## src/hdl/cgmd_pkg.sv

```systemverilog
`default_nettype none
// ---------------------------------------------------------------------------
// cgmd_pkg
// Shared constants and types of the consumer group message dispatcher.
// ---------------------------------------------------------------------------
package cgmd_pkg;

  localparam int QUEUE_DEPTH_DEF = 16;
  localparam int MAX_GROUPS_DEF  = 8;
  localparam int GROUP_SIZE_DEF  = 2;

  localparam logic [1:0] CMD_PUBLISH  = 2'd0;
  localparam logic [1:0] CMD_REGISTER = 2'd1;
  localparam logic [1:0] CMD_DISPATCH = 2'd2;

  localparam logic [2:0] ST_OK           = 3'd0;
  localparam logic [2:0] ST_FULL         = 3'd1;
  localparam logic [2:0] ST_EMPTY        = 3'd2;
  localparam logic [2:0] ST_GROUPS_FULL  = 3'd3;
  localparam logic [2:0] ST_NO_CONSUMERS = 3'd4;

  typedef enum logic [2:0] {
    RES_PUB      = 3'd0,
    RES_REG      = 3'd1,
    RES_EMPTY    = 3'd2,
    RES_NOCONS   = 3'd3,
    RES_DISPATCH = 3'd4
  } res_sel_e;

  typedef struct packed {
    logic     ld_in;
    logic     pub_do;
    logic     reg_do;
    logic     pop_do;
    logic     grp_load;
    logic     grp_dec;
    logic     ptr_latch;
    logic     emit;
    res_sel_e res_sel;
  } ctrl_cmd_t;

  typedef struct packed {
    logic [1:0] cmd;
    logic       fifo_empty;
    logic       no_groups;
    logic       last_group;
    logic       out_free;
  } ctrl_stat_t;

endpackage
`default_nettype wire

```

## src/hdl/cgmd_in_if.sv

```systemverilog
`default_nettype none
// ---------------------------------------------------------------------------
// cgmd_in_if
// Command channel: valid/ready handshake with the command word.
// ---------------------------------------------------------------------------
interface cgmd_in_if;
  logic        valid;
  logic        ready;
  logic [1:0]  command;
  logic [31:0] payload_ref;
  logic [15:0] consumer_handle;

  modport source (output valid, command, payload_ref, consumer_handle, input ready);
  modport sink   (input valid, command, payload_ref, consumer_handle, output ready);
endinterface
`default_nettype wire

```

## src/hdl/cgmd_out_if.sv

```systemverilog
`default_nettype none
// ---------------------------------------------------------------------------
// cgmd_out_if
// Result channel: valid/ready handshake with the result word.
// ---------------------------------------------------------------------------
interface cgmd_out_if;
  logic        valid;
  logic        ready;
  logic [2:0]  status;
  logic [2:0]  group_id;
  logic        member_index;
  logic [15:0] target_handle;
  logic [31:0] message_id;
  logic [31:0] message_ref;
  logic        last;

  modport source (output valid, status, group_id, member_index, target_handle,
                  message_id, message_ref, last, input ready);
  modport sink   (input valid, status, group_id, member_index, target_handle,
                  message_id, message_ref, last, output ready);
endinterface
`default_nettype wire

```

## src/hdl/cgmd_ram.sv

```systemverilog
`default_nettype none
// ---------------------------------------------------------------------------
// cgmd_ram
// Simple dual-port RAM: one write port, one read port with registered data.
// ---------------------------------------------------------------------------
module cgmd_ram #(
  parameter int WIDTH = 32,
  parameter int DEPTH = 16,
  localparam int AW   = (DEPTH > 1) ? $clog2(DEPTH) : 1
) (
  input  wire logic             clk_i,
  input  wire logic             we_i,
  input  wire logic [AW-1:0]    waddr_i,
  input  wire logic [WIDTH-1:0] wdata_i,
  input  wire logic             re_i,
  input  wire logic [AW-1:0]    raddr_i,
  output logic      [WIDTH-1:0] rdata_o
);

  logic [WIDTH-1:0] mem_q [DEPTH];
  logic [WIDTH-1:0] rdata_q;

  always_ff @(posedge clk_i) begin
    if (we_i) begin
      mem_q[waddr_i] <= wdata_i;
    end
    if (re_i) begin
      rdata_q <= mem_q[raddr_i];
    end
  end

  assign rdata_o = rdata_q;

endmodule
`default_nettype wire

```

## src/hdl/cgmd_ctrl.sv

```systemverilog
`default_nettype none
// ---------------------------------------------------------------------------
// cgmd_ctrl
// Command sequencer: decodes each command word and steps the datapath.
// ---------------------------------------------------------------------------
module cgmd_ctrl
  import cgmd_pkg::*;
(
  input  wire logic       clk_i,
  input  wire logic       rst_ni,
  input  wire logic       in_valid_i,
  output logic            in_ready_o,
  input  wire ctrl_stat_t stat_i,
  output ctrl_cmd_t       cmd_o
);

  localparam logic [3:0] S_IDLE   = 4'd0;
  localparam logic [3:0] S_DECODE = 4'd1;
  localparam logic [3:0] S_PUB    = 4'd2;
  localparam logic [3:0] S_REG    = 4'd3;
  localparam logic [3:0] S_EMPTY  = 4'd4;
  localparam logic [3:0] S_NOCONS = 4'd5;
  localparam logic [3:0] S_PTR    = 4'd6;
  localparam logic [3:0] S_HND    = 4'd7;
  localparam logic [3:0] S_DEMIT  = 4'd8;

  logic [3:0] state_q, state_d;

  always_comb begin
    state_d        = state_q;
    cmd_o          = '0;
    cmd_o.res_sel  = RES_PUB;
    in_ready_o     = (state_q == S_IDLE);
    case (state_q)
      S_IDLE: begin
        if (in_valid_i) begin
          cmd_o.ld_in = 1'b1;
          state_d     = S_DECODE;
        end
      end
      S_DECODE: begin
        case (stat_i.cmd)
          CMD_PUBLISH:  state_d = S_PUB;
          CMD_REGISTER: state_d = S_REG;
          CMD_DISPATCH: begin
            if (stat_i.fifo_empty) begin
              state_d = S_EMPTY;
            end else begin
              cmd_o.pop_do = 1'b1;
              if (stat_i.no_groups) begin
                state_d = S_NOCONS;
              end else begin
                cmd_o.grp_load = 1'b1;
                state_d        = S_PTR;
              end
            end
          end
          default: state_d = S_IDLE;
        endcase
      end
      S_PUB: begin
        cmd_o.res_sel = RES_PUB;
        if (stat_i.out_free) begin
          cmd_o.emit   = 1'b1;
          cmd_o.pub_do = 1'b1;
          state_d      = S_IDLE;
        end
      end
      S_REG: begin
        cmd_o.res_sel = RES_REG;
        if (stat_i.out_free) begin
          cmd_o.emit   = 1'b1;
          cmd_o.reg_do = 1'b1;
          state_d      = S_IDLE;
        end
      end
      S_EMPTY: begin
        cmd_o.res_sel = RES_EMPTY;
        if (stat_i.out_free) begin
          cmd_o.emit = 1'b1;
          state_d    = S_IDLE;
        end
      end
      S_NOCONS: begin
        cmd_o.res_sel = RES_NOCONS;
        if (stat_i.out_free) begin
          cmd_o.emit = 1'b1;
          state_d    = S_IDLE;
        end
      end
      S_PTR: state_d = S_HND;
      S_HND: begin
        cmd_o.ptr_latch = 1'b1;
        state_d         = S_DEMIT;
      end
      S_DEMIT: begin
        cmd_o.res_sel = RES_DISPATCH;
        if (stat_i.out_free) begin
          cmd_o.emit = 1'b1;
          if (stat_i.last_group) begin
            state_d = S_IDLE;
          end else begin
            cmd_o.grp_dec = 1'b1;
            state_d       = S_PTR;
          end
        end
      end
      default: state_d = S_IDLE;
    endcase
  end

  always_ff @(posedge clk_i or negedge rst_ni) begin
    if (!rst_ni) begin
      state_q <= S_IDLE;
    end else begin
      state_q <= state_d;
    end
  end

endmodule
`default_nettype wire

```

## src/hdl/cgmd_dpath.sv

```systemverilog
`default_nettype none
// ---------------------------------------------------------------------------
// cgmd_dpath
// Datapath: message ring, group bookkeeping, member tables, result register.
// ---------------------------------------------------------------------------
module cgmd_dpath
  import cgmd_pkg::*;
#(
  parameter int QUEUE_DEPTH = QUEUE_DEPTH_DEF,
  parameter int MAX_GROUPS  = MAX_GROUPS_DEF,
  parameter int GROUP_SIZE  = GROUP_SIZE_DEF
) (
  input  wire logic        clk_i,
  input  wire logic        rst_ni,
  input  wire ctrl_cmd_t   cmd_i,
  output ctrl_stat_t       stat_o,
  input  wire logic [1:0]  command_i,
  input  wire logic [31:0] payload_ref_i,
  input  wire logic [15:0] consumer_handle_i,
  output logic             out_valid_o,
  input  wire logic        out_ready_i,
  output logic [2:0]       status_o,
  output logic [2:0]       group_id_o,
  output logic             member_index_o,
  output logic [15:0]      target_handle_o,
  output logic [31:0]      message_id_o,
  output logic [31:0]      message_ref_o,
  output logic             last_o
);

  localparam int QW     = $clog2(QUEUE_DEPTH);
  localparam int OCW    = $clog2(QUEUE_DEPTH + 1);
  localparam int GW     = (MAX_GROUPS > 1) ? $clog2(MAX_GROUPS) : 1;
  localparam int OW     = $clog2(MAX_GROUPS + 1);
  localparam int CW     = $clog2(GROUP_SIZE + 1);
  localparam int PW     = (GROUP_SIZE > 1) ? $clog2(GROUP_SIZE) : 1;
  localparam int HDEPTH = MAX_GROUPS * GROUP_SIZE;
  localparam int HAW    = (HDEPTH > 1) ? $clog2(HDEPTH) : 1;

  // latched command word
  logic [1:0]  cmd_q;
  logic [31:0] payload_q;
  logic [15:0] handle_q;

  // ring and group bookkeeping
  logic [QW-1:0]  head_q, tail_q;
  logic [OCW-1:0] occ_q;
  logic [31:0]    next_num_q;
  logic [OW-1:0]  groups_open_q;
  logic [CW-1:0]  newest_cnt_q;

  // dispatch walk
  logic [GW-1:0]  gi_q;
  logic [PW-1:0]  ptr_q;
  logic [31:0]    msg_id_q, msg_ref_q;

  // result register
  logic        out_valid_q;
  logic [2:0]  status_q, group_id_q;
  logic        member_q, last_q;
  logic [15:0] target_q;
  logic [31:0] id_q, ref_q;

  logic           fifo_full, out_free, can_join, groups_full, open_new, disp_emit;
  logic [GW-1:0]  gn;
  logic [QW-1:0]  head_nxt, tail_nxt;
  logic [HAW-1:0] h_waddr, h_raddr;
  logic           h_we, p_we;
  logic [GW-1:0]  p_waddr;
  logic [PW-1:0]  p_wdata, ptr_rdata, ptr_next;
  logic [CW-1:0]  grp_cnt, ptr_inc;
  logic [31:0]    pay_rdata;
  logic [15:0]    hnd_rdata;

  logic [2:0]  res_status, res_group;
  logic        res_member, res_last;
  logic [15:0] res_target;
  logic [31:0] res_id, res_ref;

  assign fifo_full   = (occ_q == OCW'(QUEUE_DEPTH));
  assign out_free    = !out_valid_q || out_ready_i;
  assign gn          = GW'(groups_open_q - OW'(1));
  assign can_join    = (groups_open_q != '0) && (newest_cnt_q < CW'(GROUP_SIZE));
  assign groups_full = (groups_open_q == OW'(MAX_GROUPS));
  assign open_new    = !can_join && !groups_full;
  assign disp_emit   = cmd_i.emit && (cmd_i.res_sel == RES_DISPATCH);

  assign head_nxt = (head_q == QW'(QUEUE_DEPTH - 1)) ? '0 : head_q + QW'(1);
  assign tail_nxt = (tail_q == QW'(QUEUE_DEPTH - 1)) ? '0 : tail_q + QW'(1);

  assign grp_cnt  = (gi_q == gn) ? newest_cnt_q : CW'(GROUP_SIZE);
  assign ptr_inc  = CW'(ptr_q) + CW'(1);
  assign ptr_next = (ptr_inc == grp_cnt) ? '0 : PW'(ptr_inc);

  assign stat_o.cmd        = cmd_q;
  assign stat_o.fifo_empty = (occ_q == '0);
  assign stat_o.no_groups  = (groups_open_q == '0);
  assign stat_o.last_group = (gi_q == '0);
  assign stat_o.out_free   = out_free;

  // member table writes on register, reads on dispatch
  always_comb begin
    h_we    = cmd_i.reg_do && (can_join || !groups_full);
    h_waddr = can_join ? (HAW'(gn) * HAW'(GROUP_SIZE) + HAW'(newest_cnt_q))
                       : HAW'(groups_open_q) * HAW'(GROUP_SIZE);
    h_raddr = HAW'(gi_q) * HAW'(GROUP_SIZE) + HAW'(ptr_rdata);
    p_we    = disp_emit || (cmd_i.reg_do && open_new);
    p_waddr = disp_emit ? gi_q : GW'(groups_open_q);
    p_wdata = disp_emit ? ptr_next : '0;
  end

  cgmd_ram #(.WIDTH(32), .DEPTH(QUEUE_DEPTH)) u_pay_ram (
    .clk_i   (clk_i),
    .we_i    (cmd_i.pub_do && !fifo_full),
    .waddr_i (tail_q),
    .wdata_i (payload_q),
    .re_i    (1'b1),
    .raddr_i (head_q),
    .rdata_o (pay_rdata)
  );

  cgmd_ram #(.WIDTH(16), .DEPTH(HDEPTH)) u_hnd_ram (
    .clk_i   (clk_i),
    .we_i    (h_we),
    .waddr_i (h_waddr),
    .wdata_i (handle_q),
    .re_i    (cmd_i.ptr_latch),
    .raddr_i (h_raddr),
    .rdata_o (hnd_rdata)
  );

  cgmd_ram #(.WIDTH(PW), .DEPTH(MAX_GROUPS)) u_ptr_ram (
    .clk_i   (clk_i),
    .we_i    (p_we),
    .waddr_i (p_waddr),
    .wdata_i (p_wdata),
    .re_i    (1'b1),
    .raddr_i (gi_q),
    .rdata_o (ptr_rdata)
  );

  always_comb begin
    res_status = ST_OK;
    res_group  = '0;
    res_member = 1'b0;
    res_target = '0;
    res_id     = '0;
    res_ref    = '0;
    res_last   = 1'b1;
    case (cmd_i.res_sel)
      RES_PUB: begin
        res_ref = payload_q;
        if (fifo_full) begin
          res_status = ST_FULL;
        end else begin
          res_id = next_num_q;
        end
      end
      RES_REG: begin
        if (can_join) begin
          res_group  = 3'(gn);
          res_member = 1'(newest_cnt_q);
          res_target = handle_q;
        end else if (groups_full) begin
          res_status = ST_GROUPS_FULL;
        end else begin
          res_group  = 3'(groups_open_q);
          res_target = handle_q;
        end
      end
      RES_EMPTY: res_status = ST_EMPTY;
      RES_NOCONS: begin
        res_status = ST_NO_CONSUMERS;
        res_id     = msg_id_q;
        res_ref    = msg_ref_q;
      end
      RES_DISPATCH: begin
        res_group  = 3'(gi_q);
        res_member = 1'(ptr_q);
        res_target = hnd_rdata;
        res_id     = msg_id_q;
        res_ref    = msg_ref_q;
        res_last   = (gi_q == '0);
      end
      default: res_status = ST_OK;
    endcase
  end

  always_ff @(posedge clk_i or negedge rst_ni) begin
    if (!rst_ni) begin
      head_q        <= '0;
      tail_q        <= '0;
      occ_q         <= '0;
      next_num_q    <= '0;
      groups_open_q <= '0;
      newest_cnt_q  <= '0;
      out_valid_q   <= 1'b0;
    end else begin
      if (cmd_i.pub_do && !fifo_full) begin
        tail_q     <= tail_nxt;
        occ_q      <= occ_q + OCW'(1);
        next_num_q <= next_num_q + 32'd1;
      end else if (cmd_i.pop_do) begin
        head_q <= head_nxt;
        occ_q  <= occ_q - OCW'(1);
      end
      if (cmd_i.reg_do) begin
        if (can_join) begin
          newest_cnt_q <= newest_cnt_q + CW'(1);
        end else if (!groups_full) begin
          groups_open_q <= groups_open_q + OW'(1);
          newest_cnt_q  <= CW'(1);
        end
      end
      if (cmd_i.emit) begin
        out_valid_q <= 1'b1;
      end else if (out_ready_i) begin
        out_valid_q <= 1'b0;
      end
    end
  end

  always_ff @(posedge clk_i) begin
    if (cmd_i.ld_in) begin
      cmd_q     <= command_i;
      payload_q <= payload_ref_i;
      handle_q  <= consumer_handle_i;
    end
    if (cmd_i.pop_do) begin
      msg_id_q  <= next_num_q - 32'(occ_q);
      msg_ref_q <= pay_rdata;
    end
    if (cmd_i.grp_load) begin
      gi_q <= gn;
    end else if (cmd_i.grp_dec) begin
      gi_q <= gi_q - GW'(1);
    end
    if (cmd_i.ptr_latch) begin
      ptr_q <= ptr_rdata;
    end
    if (cmd_i.emit) begin
      status_q   <= res_status;
      group_id_q <= res_group;
      member_q   <= res_member;
      target_q   <= res_target;
      id_q       <= res_id;
      ref_q      <= res_ref;
      last_q     <= res_last;
    end
  end

  assign out_valid_o     = out_valid_q;
  assign status_o        = status_q;
  assign group_id_o      = group_id_q;
  assign member_index_o  = member_q;
  assign target_handle_o = target_q;
  assign message_id_o    = id_q;
  assign message_ref_o   = ref_q;
  assign last_o          = last_q;

`ifndef SYNTHESIS
  a_occ_range: assert property (@(posedge clk_i) disable iff (!rst_ni)
    occ_q <= OCW'(QUEUE_DEPTH)) else $error("ring occupancy out of range");
  a_empty_ptrs: assert property (@(posedge clk_i) disable iff (!rst_ni)
    (occ_q == '0) |-> (head_q == tail_q)) else $error("empty ring with head != tail");
  a_newest_cnt: assert property (@(posedge clk_i) disable iff (!rst_ni)
    (groups_open_q != '0) |-> (newest_cnt_q != '0 && newest_cnt_q <= CW'(GROUP_SIZE)))
    else $error("newest group member count out of range");
  a_emit_free: assert property (@(posedge clk_i) disable iff (!rst_ni)
    cmd_i.emit |-> out_free) else $error("result emitted into occupied register");
  a_pop_nonempty: assert property (@(posedge clk_i) disable iff (!rst_ni)
    cmd_i.pop_do |-> (occ_q != '0)) else $error("pop from empty ring");
`endif

endmodule
`default_nettype wire

```

## src/hdl/consumer_group_message_dispatcher.sv

```systemverilog
// ---------------------------------------------------------------------------
// consumer_group_message_dispatcher
// Publish, register, and dispatch on an empty ring or with no groups: decode,
// then the result is written to the result register. Dispatch with G open
// groups: decode, then per group a pointer RAM read, a member RAM read and the
// result, newest group first. Unknown command: decode, no result. A new command
// is taken only once the last one is done. A held result register stalls the
// sequencer. Async active-low reset clears ring pointers, counters and groups;
// RAM contents are not cleared.
// ---------------------------------------------------------------------------
`default_nettype none
module consumer_group_message_dispatcher
  import cgmd_pkg::*;
#(
  parameter int QUEUE_DEPTH = QUEUE_DEPTH_DEF,
  parameter int MAX_GROUPS  = MAX_GROUPS_DEF,
  parameter int GROUP_SIZE  = GROUP_SIZE_DEF
) (
  input  wire logic   clk_i,
  input  wire logic   rst_ni,
  cgmd_in_if.sink     in_ch_i,
  cgmd_out_if.source  out_ch_o
);

  ctrl_cmd_t  ctrl_cmd;
  ctrl_stat_t ctrl_stat;
  logic       in_ready;

  assign in_ch_i.ready = in_ready;

  cgmd_ctrl u_ctrl (
    .clk_i      (clk_i),
    .rst_ni     (rst_ni),
    .in_valid_i (in_ch_i.valid),
    .in_ready_o (in_ready),
    .stat_i     (ctrl_stat),
    .cmd_o      (ctrl_cmd)
  );

  cgmd_dpath #(
    .QUEUE_DEPTH (QUEUE_DEPTH),
    .MAX_GROUPS  (MAX_GROUPS),
    .GROUP_SIZE  (GROUP_SIZE)
  ) u_dpath (
    .clk_i             (clk_i),
    .rst_ni            (rst_ni),
    .cmd_i             (ctrl_cmd),
    .stat_o            (ctrl_stat),
    .command_i         (in_ch_i.command),
    .payload_ref_i     (in_ch_i.payload_ref),
    .consumer_handle_i (in_ch_i.consumer_handle),
    .out_valid_o       (out_ch_o.valid),
    .out_ready_i       (out_ch_o.ready),
    .status_o          (out_ch_o.status),
    .group_id_o        (out_ch_o.group_id),
    .member_index_o    (out_ch_o.member_index),
    .target_handle_o   (out_ch_o.target_handle),
    .message_id_o      (out_ch_o.message_id),
    .message_ref_o     (out_ch_o.message_ref),
    .last_o            (out_ch_o.last)
  );

endmodule
`default_nettype wire
```

## src/flat_wrapper.sv

```systemverilog
// flat-port wrapper written by rule: the top's interface ports become plain ports
module consumer_group_message_dispatcher_flat import cgmd_pkg::*;
#(
  parameter int QUEUE_DEPTH = QUEUE_DEPTH_DEF,
  parameter int MAX_GROUPS  = MAX_GROUPS_DEF,
  parameter int GROUP_SIZE  = GROUP_SIZE_DEF
)
  (clk_i, rst_ni, in_ch_i_valid, in_ch_i_command, in_ch_i_payload_ref, in_ch_i_consumer_handle, in_ch_i_ready, out_ch_o_valid, out_ch_o_status, out_ch_o_group_id, out_ch_o_member_index, out_ch_o_target_handle, out_ch_o_message_id, out_ch_o_message_ref, out_ch_o_last, out_ch_o_ready);
  cgmd_in_if in_ch_i_i ();
  cgmd_out_if out_ch_o_i ();
  input  wire logic clk_i;
  input  wire logic rst_ni;
  input wire logic [$bits(in_ch_i_i.valid)-1:0] in_ch_i_valid;
  input wire logic [$bits(in_ch_i_i.command)-1:0] in_ch_i_command;
  input wire logic [$bits(in_ch_i_i.payload_ref)-1:0] in_ch_i_payload_ref;
  input wire logic [$bits(in_ch_i_i.consumer_handle)-1:0] in_ch_i_consumer_handle;
  output wire logic [$bits(in_ch_i_i.ready)-1:0] in_ch_i_ready;
  output wire logic [$bits(out_ch_o_i.valid)-1:0] out_ch_o_valid;
  output wire logic [$bits(out_ch_o_i.status)-1:0] out_ch_o_status;
  output wire logic [$bits(out_ch_o_i.group_id)-1:0] out_ch_o_group_id;
  output wire logic [$bits(out_ch_o_i.member_index)-1:0] out_ch_o_member_index;
  output wire logic [$bits(out_ch_o_i.target_handle)-1:0] out_ch_o_target_handle;
  output wire logic [$bits(out_ch_o_i.message_id)-1:0] out_ch_o_message_id;
  output wire logic [$bits(out_ch_o_i.message_ref)-1:0] out_ch_o_message_ref;
  output wire logic [$bits(out_ch_o_i.last)-1:0] out_ch_o_last;
  input wire logic [$bits(out_ch_o_i.ready)-1:0] out_ch_o_ready;
  assign in_ch_i_i.valid = in_ch_i_valid;
  assign in_ch_i_i.command = in_ch_i_command;
  assign in_ch_i_i.payload_ref = in_ch_i_payload_ref;
  assign in_ch_i_i.consumer_handle = in_ch_i_consumer_handle;
  assign in_ch_i_ready = in_ch_i_i.ready;
  assign out_ch_o_valid = out_ch_o_i.valid;
  assign out_ch_o_status = out_ch_o_i.status;
  assign out_ch_o_group_id = out_ch_o_i.group_id;
  assign out_ch_o_member_index = out_ch_o_i.member_index;
  assign out_ch_o_target_handle = out_ch_o_i.target_handle;
  assign out_ch_o_message_id = out_ch_o_i.message_id;
  assign out_ch_o_message_ref = out_ch_o_i.message_ref;
  assign out_ch_o_last = out_ch_o_i.last;
  assign out_ch_o_i.ready = out_ch_o_ready;
  consumer_group_message_dispatcher #(.QUEUE_DEPTH(QUEUE_DEPTH), .MAX_GROUPS(MAX_GROUPS), .GROUP_SIZE(GROUP_SIZE)) u_core (.clk_i(clk_i), .rst_ni(rst_ni), .in_ch_i(in_ch_i_i), .out_ch_o(out_ch_o_i));
endmodule
```

## config.mk

```make
export PLATFORM = sky130hd
export DESIGN_NAME = consumer_group_message_dispatcher_flat
export DESIGN_NICKNAME = d
export VERILOG_FILES = /design/src/hdl/cgmd_pkg.sv /design/src/hdl/cgmd_in_if.sv /design/src/hdl/cgmd_out_if.sv /design/src/hdl/cgmd_ram.sv /design/src/hdl/cgmd_ctrl.sv /design/src/hdl/cgmd_dpath.sv /design/src/hdl/consumer_group_message_dispatcher.sv /design/src/flat_wrapper.sv
export SDC_FILE = /design/constraint.sdc
export NUM_CORES = 1
export LEC_CHECK = 0
export BUFFER_PORTS_ARGS = -buffer_cell sky130_fd_sc_hd__buf_2
export CAP_MARGIN = 40
export CORE_MARGIN = 4
export CORE_UTILIZATION = 40
export CTS_BUF_LIST = sky130_fd_sc_hd__clkbuf_4
export DETAILED_ROUTE_END_ITERATION = 12
export PLACE_DENSITY_LB_ADDON = 0.12
export SLEW_MARGIN = 20
export SYNTH_ARGS = -nofsm -noshare
export SYNTH_HDL_FRONTEND = slang
export SYNTH_HIERARCHICAL = 1
export SYNTH_SLANG_ARGS = --single-unit
```

## constraint.sdc

```tcl
create_clock -name clk_i -period 7.7 [get_ports clk_i]
set_input_delay 0.385 -clock clk_i [delete_from_list [all_inputs] [get_ports clk_i]]
set_output_delay 0.385 -clock clk_i [all_outputs]
set_load 0.02 [all_outputs]
```

==> flow_summary.json, run 1 <==
{
  "status": "finished clean",
  "worstMarginPinSlew_ns": 0.877,
  "antenna_found_initial": 3,
  "path_clk_slew_ns": 0.06,
  "cp_slowest_cell": "nor2_4",
  "synth_cell_types": 66,
  "cts-resized-gates": 0,
  "die_area_um2": 110000,
  "arrival_ns": 4.38,
  "holdBufCountCts": 104,
  "synth_ff_type": "edfxtp_1",
  "wl_per_cell_um": 22.8,
  "drc": 0,
  "ys_seq_elements": 1087,
  "whs_ns": 0.295,
  "worst_path_largest_cell_delay_ns": 0.81,
  "hpwlAfterDp_um": 56300,
  "period_minus_slack_ns": 3.63,
  "initial_utilization": 0.404,
  "die_w_um": 331,
  "pwr-share-clk": 0.299,
  "insertion_delay_ns": 1.15,
  "fillers": 8903,
  "finalWirelength_um": 95800,
  "cts_made_buffers": 308,
  "p_leak_nw": 17.1,
  "synth.avg_cell_area_um2": 20.2,
  "track_usage": 0.174,
  "rsz0062_at_grt": "no",
  "core_area_um2": 104000,
  "worstPathMaxFanout": 18,
  "dieHeight_um": 331,
  "cts_setup_buffers": 0,
  "postRouteAntennaNets": 0,
  "synth_enable_flop_cells": 1031,
  "startpoint_type": "register",
  "max-cap-violations": 0,
  "synthArstFlopShare": 0.0515,
  "critPathKind": "reg2reg",
  "sw_frac_of_total": 0.298,
  "firstDrtPassIters": 5,
  "ios": 144,
  "yosys_warnings": 6,
  "worst_path_most_repeated_cell": "buf_4",
  "gp_congestion": 0.745,
  "finalSetupTns_ns": 0,
  "setup_viol": 0,
  "fin_crit_sh": 0.472,
  "port_buffers": 143,
  "vias_per_cell": 5.23,
  "overflow": 0,
  "cp_cell_sequence": "nand2b_1, inv_1, nor3_1, o21ai_1, buf_4, inv_2, nand3b_1, nor2_4, buf_4",
  "peakVddDrop_v": 0.000208,
  "crit_family": "simple AND/OR/NAND/NOR gates",
  "drtIter0Drc": 1422,
  "power.density_nw_per_um2": 337,
  "hold_violations": 0,
  "drive_gt1_frac": 0.324,
  "grt_max_degree": 72,
  "multi_input_area_um2": 9160,
  "first_global_vias": 23573,
  "yosysSeqAreaShare": 0.773,
  "cts_sinks": 1087,
  "cp-end-kind": "register",
  "post_synth_instance_area_um2": 41800,
  "rows": 118,
  "syn_to_final_growth_pct": 18.7,
  "vias": 21992,
  "slew_headroom": 0.414,
  "fin_skew_ns": 0.104,
  "timing.final.max_slew_violations": 0,
  "cts_buffer_depth": 4,
  "synth_cells": 2070,
  "power_frac_comb": 0.213,
  "fmax_mhz": 275,
  "power_frac_seq": 0.488,
  "cts_tree": "built",
  "nets": 2691,
  "min_path_type": "in2async",
  "timing.critical_path.buf_inv": 4,
  "register_area_um2": 32400,
  "grt_pass1_wl_um": 145000,
  "required_ns": 8.45,
  "switching_power_w": 0.00498,
  "p_int_w": 0.0117,
  "clockRootBuffer": "clkbuf_4",
  "htree_levels": 5
}
-- flip-flops by register name, summed over array words and instances (netlist names), 16 cells and up --
signal / count
u_core/u_dpath/message_ref_o: 32
u_core/u_dpath/message_id_o: 32
u_core/u_dpath/next_num_q: 32
u_core/u_dpath/payload_q: 32
u_core/u_dpath/u_hnd_ram/rdata_o: 16
u_core/u_dpath/u_pay_ram/rdata_o: 32
u_core/u_dpath/target_handle_o: 16
u_core/u_dpath/u_hnd_ram/mem_q: 256
u_core/u_dpath/msg_id_q: 32
u_core/u_dpath/handle_q: 16
u_core/u_dpath/msg_ref_q: 32
u_core/u_dpath/u_pay_ram/mem_q: 512
-- per-stage QoR --
stage               setup slack, ns  std cells  instance area (um^2)  power (W)  utilization
global placement               3.92       3561                 44400     0.0117        0.429
global route                   3.91       4207                 49700     0.0177        0.479
CTS                            4.05       4193                 49600     0.0171        0.478
finish                         4.07       4207                 49700     0.0167        0.479
detailed placement             3.91       3580                 44800     0.0119        0.433
floorplan                      3.14       2102                 42000     0.0102            -
-- power by group through the flow --
| stage | clock [W] | combinational (W) | sequential [W] |
|---|---|---|---|
| 2_1_floorplan | 0 | 0.00208 | 0.00813 |
| 3_3_place_gp | 0 | 0.00332 | 0.00837 |
| 3_5_place_dp | 0 | 0.00359 | 0.00830 |
| 4_1_cts | 0.00522 | 0.00365 | 0.00818 |
| 5_1_grt | 0.00555 | 0.00388 | 0.00825 |
| 6_report | 0.00500 | 0.00356 | 0.00815 |
-- worst register-to-register path, delay by kind of cell (launching register included) --
| kind | cells | cell delay (ns) |
|---|---|---|
| buffers and inverters | 4 | 0.98 |
| AND/OR/NAND/NOR | 4 | 1.83 |
| AO/OA/AOI/OAI | 1 | 0.13 |
| flip-flops | 1 | 0.37 |
-- kinds of logic (layout without fill, tap and decap cells) --
kind of cell | count (synthesis) | after routing | share of synthesized area
and+or+nand+nor | 310 | 310 | 0.0382
AOI/OAI and AO/OA | 243 | 243 | 0.0442
muxes | 202 | 202 | 0.108
buffers and inverters | 134 | 849 | 0.0151
other | 1 | 43 | 0.0000896
DFF | 1087 | 1087 | 0.773
xor gates and xnor gates | 74 | 74 | 0.0155
adders and majority gates | 19 | 19 | 0.00604
-- synth_stat cells (4+ instances only) --
master,instances,share of area
nand3b_1,6,0.0011
a22o_1,81,0.017
inv_1,20,0.0018
nor3_1,29,0.0035
mux4_2,182,0.098
and2_1,8,0.0012
a21o_1,7,0.0013
xnor2_1,41,0.0086
mux4_1,12,0.0075
ha_1,17,0.0051
nor3b_1,5,0.00090
nor4_1,9,0.0013
xor2_1,33,0.0069
nand2_1,90,0.0081
nand4_1,9,0.0013
a21oi_1,18,0.0022
mux2_2,4,0.0011
clkbuf_1,58,0.0052
and4_1,5,0.0010
o21ai_0,16,0.0019
nor2b_1,13,0.0019
nor2_1,60,0.0054
buf_1,21,0.0019
buf_6,8,0.0022
buf_2,12,0.0014
buf_4,14,0.0025
nand2b_1,15,0.0022
or3_1,4,0.00060
a22oi_1,98,0.018
mux2i_1,4,0.00096
or4_1,4,0.00072
dfrtp_1,56,0.033
nand3_1,21,0.0025
and3_1,12,0.0018
or2_2,4,0.00060
edfxtp_1,1031,0.74
-- area by class of cell --
cell class                      instances  area share
Sequential cell                      1087       0.652
Multi-Input combinational cell        881       0.184
Clock buffer                          446      0.0674
Timing Repair Buffer                  319      0.0530
Tap cell                             1380      0.0348
Clock inverter                         63     0.00658
Inverter                               21     0.00159
Antenna cell                           10    0.000504
-- metal layers --
layer / routed length (um) / global-route usage / part of all wire / vias to the layer above
met5: 0 / 0 / 0 / -
li1: - / - / - / 9762
met1: 41200 / 0.226 / 0.43 / 11540
met3: 3910 / 0.0357 / 0.041 / 152
met2: 48700 / 0.292 / 0.51 / 538
met4: 1960 / 0.0631 / 0.020 / 0
-- path summary, 6_finish.rpt --
kind | endpoint | cells past startpoint | slack, ns | start
worst min register to register | u_core/u_dpath/msg_ref_q[28]$_DFFE_PP_ | 0 | 0.37 | u_core/u_dpath/u_pay_ram/rdata_o[28]$_DFFE_PP_
worst max register to register | u_core/u_dpath/u_pay_ram/mem_q[6][11]$_DFFE_PP_ | 9 | 4.07 | u_core/u_dpath/out_valid_o$_DFFE_PN0P_
worst min-delay path | u_core/u_dpath/next_num_q[30]$_DFFE_PN0P_ | 4 | 0.30 | rst_ni
max in group asynchronous | u_core/u_ctrl/state_q[0]$_DFFE_PN0P_ | 5 | 6.89 | rst_ni
min in group clk_i | u_core/u_dpath/msg_ref_q[28]$_DFFE_PP_ | 0 | 0.37 | u_core/u_dpath/u_pay_ram/rdata_o[28]$_DFFE_PP_
worst max-delay path | u_core/u_dpath/u_pay_ram/mem_q[6][11]$_DFFE_PP_ | 9 | 4.07 | u_core/u_dpath/out_valid_o$_DFFE_PN0P_
-- cell usage in the layout, fill, tap and decap left out, types with 21 or more instances in the layout --
master,synthesis,layout
a22o_1,81,81
a22oi_1,98,98
buf_2,12,145
buf_4,14,48
clkbuf_4,0,446
clkinv_1,0,48
conb_1,1,33
dfrtp_1,56,54
dlygate4sd3_1,0,104
edfxtp_1,1031,1031
mux4_2,182,182
nand2_1,90,90
nand3_1,21,21
nor2_1,60,47
xnor2_1,41,41
xor2_1,33,33
Power figures use the tool's default switching activity.
==> inputs of run 2 (changes only) <==
==> constraint.sdc (replaced) <==
create_clock -name clk_i -period 3.6 [get_ports clk_i]
set_input_delay 0.18 -clock clk_i [delete_from_list [all_inputs] [get_ports clk_i]]
set_output_delay 0.18 -clock clk_i [all_outputs]
set_load 0.02 [all_outputs]
==> flow_summary.json, run 2 (synthesis gave the netlist of run 1 again) <==
{
  "rows": 118,
  "rr_startpoint": "u_core/u_ctrl/state_q[1]$_DFFE_PN0P_",
  "required_ns": 4.35,
  "finalWirelength_um": 98500,
  "vias": 22160,
  "reg2reg_slack_ns": 0.47,
  "port_buffers": 143,
  "fin_crit_sh": 0.868,
  "fin_skew_ns": 0.0796,
  "die_w_um": 331,
  "grt_max_degree": 90,
  "gp_congestion": 0.797,
  "cts_tree": "built",
  "power.density_nw_per_um2": 720,
  "vias_per_cell": 5.23,
  "insertion_delay_ns": 1.14,
  "reg_top3": "u_core/u_dpath/u_pay_ram/mem_q x512, u_core/u_dpath/u_hnd_ram/mem_q x256",
  "worstPathMaxFanout": 18,
  "finalSetupTns_ns": 0,
  "overflow": 0,
  "rsz0062_at_grt": "no",
  "period_minus_slack_ns": 3.13,
  "wl_per_cell_um": 23.2,
  "multi_input_area_um2": 9190,
  "p_leak_nw": 17.2,
  "syn_to_final_growth_pct": 18.9,
  "antenna_found_initial": 3,
  "cts_buffer_depth": 4,
  "largest_reg_flops": 512,
  "dieHeight_um": 331,
  "total_power_w": 0.0358,
  "cts_sinks": 1087,
  "drc": 0,
  "slew_headroom": 0.448,
  "final_util": 0.480,
  "fillers": 8899,
  "path_clk_slew_ns": 0.06,
  "cp-end-kind": "register",
  "nets": 2720,
  "grt_pass1_wl_um": 149000,
  "track_usage": 0.180,
  "critPathKind": "reg2reg",
  "top_register": "u_core/u_dpath/u_pay_ram/mem_q",
  "fmax_mhz": 320,
  "initial_utilization": 0.404,
  "layout_common_cells": "edfxtp_1, clkbuf_4, mux4_2, buf_2, dlygate4sd3_1",
  "firstDrtPassIters": 5,
  "arrival_ns": 3.87,
  "ios": 144,
  "peakVddDrop_v": 0.000586,
  "drtIter0Drc": 1496,
  "max-cap-violations": 0,
  "htree_levels": 5,
  "r2r_end": "u_core/u_dpath/u_ptr_ram/mem_q[7]$_DFFE_PP_",
  "worstMarginPinSlew_ns": 0.828,
  "status": "finished clean",
  "drive_gt1_frac": 0.330,
  "first_global_vias": 23806,
  "final_common_cell": "edfxtp_1",
  "timing.final.max_slew_violations": 0,
  "postRouteAntennaNets": 0,
  "core_area_um2": 104000,
  "clockRootBuffer": "clkbuf_4",
  "startpoint_type": "register",
  "cts_made_buffers": 308,
  "setup_viol": 0,
  "hold_violations": 0,
  "min_path_type": "in2async",
  "hpwlAfterDp_um": 57600,
  "cts_setup_buffers": 0,
  "die_area_um2": 110000,
  "register_area_um2": 32400,
  "reg2reg_depth": 8
}
-- run 2: changes by cell type in the layout (fill, tap and decap cells not counted), sizes merged --
| cell | previous run | this run |
|---|---|---|
| buf | 215 | 244 |
| clkbuf | 446 | 441 |
| clkinv | 54 | 64 |
| clkinvlp | 1 | 2 |
| diode | 10 | 9 |
-- run 2: worst max-delay path by stage --
stage,from,end,slack (ns),cells past startpoint
floorplan,u_core/u_ctrl/state_q[2]$_DFFE_PN0P_,u_core/u_dpath/occ_q[1]$_DFFE_PN0P_,-0.51,4
global placement,u_core/u_dpath/out_valid_o$_DFFE_PN0P_,u_core/u_dpath/u_pay_ram/mem_q[0][9]$_DFFE_PP_,0.61,8
detailed placement,u_core/u_ctrl/state_q[1]$_DFFE_PN0P_,u_core/u_dpath/u_ptr_ram/mem_q[1]$_DFFE_PP_,0.50,10
CTS,u_core/u_ctrl/state_q[1]$_DFFE_PN0P_,u_core/u_dpath/u_ptr_ram/mem_q[7]$_DFFE_PP_,0.49,10
global route,u_core/u_ctrl/state_q[1]$_DFFE_PN0P_,u_core/u_dpath/u_ptr_ram/mem_q[7]$_DFFE_PP_,0.05,10
finish,u_core/u_ctrl/state_q[1]$_DFFE_PN0P_,u_core/u_dpath/u_ptr_ram/mem_q[7]$_DFFE_PP_,0.47,8
-- run 2: report_power, final --
group	total [W]	internal, W	leakage, nW	switching (W)
clock network	0.0107	0.00581	2.21	0.00489
registers	0.0174	0.0161	10.1	0.00130
logic	0.00773	0.00311	4.92	0.00462
-- run 2: repair_timing --
item	4_1_cts	5_1_grt
gates resized for setup	0	0
hold buffers	104	0
endpoints found under the hold margin	162	0
-- run 2: metal layers --
| layer | GRT usage | up-vias | part of all wire |
|---|---|---|---|
| li1 | - | 9818 | - |
| met1 | 0.227 | 11501 | 0.41 |
| met2 | 0.304 | 649 | 0.51 |
| met3 | 0.0382 | 192 | 0.049 |
| met4 | 0.0697 | 0 | 0.026 |
| met5 | 0 | - | 0 |
-- run 2: worst max-delay path, cell delays in order, from the launching register on --
cell and delay, ns:
dfrtp_1 0.51, nor2_1 0.21, nand3b_1 0.15, inv_1 0.17, nor2b_1 0.33, nor2b_2 0.23, buf_4 0.31, nand2_1 0.22
nor3_1 0.69
-- run 2: layout make-up --
type                    count  share of cell area
inverters                  21             0.00158
repair buffers            348              0.0540
multi-input cells         881               0.185
diodes                      9            0.000453
flip-flops and latches   1087               0.651
clock inverters            74             0.00759
well taps                1380              0.0347
clock buffers             441              0.0665
-- run 2: per-stage QoR --
stage	std cells	worst slack [ns]	hold slack (ns)	cell area [um^2]
4_1_cts	4230	0.492	0.0339	49700
3_5_place_dp	3611	0.498	0.153	45000
3_3_place_gp	3609	0.606	0.145	44900
6_report	4241	0.475	0.114	49800
2_1_floorplan	2102	-0.514	-0.116	42000
5_1_grt	4239	0.0486	0.0499	49800
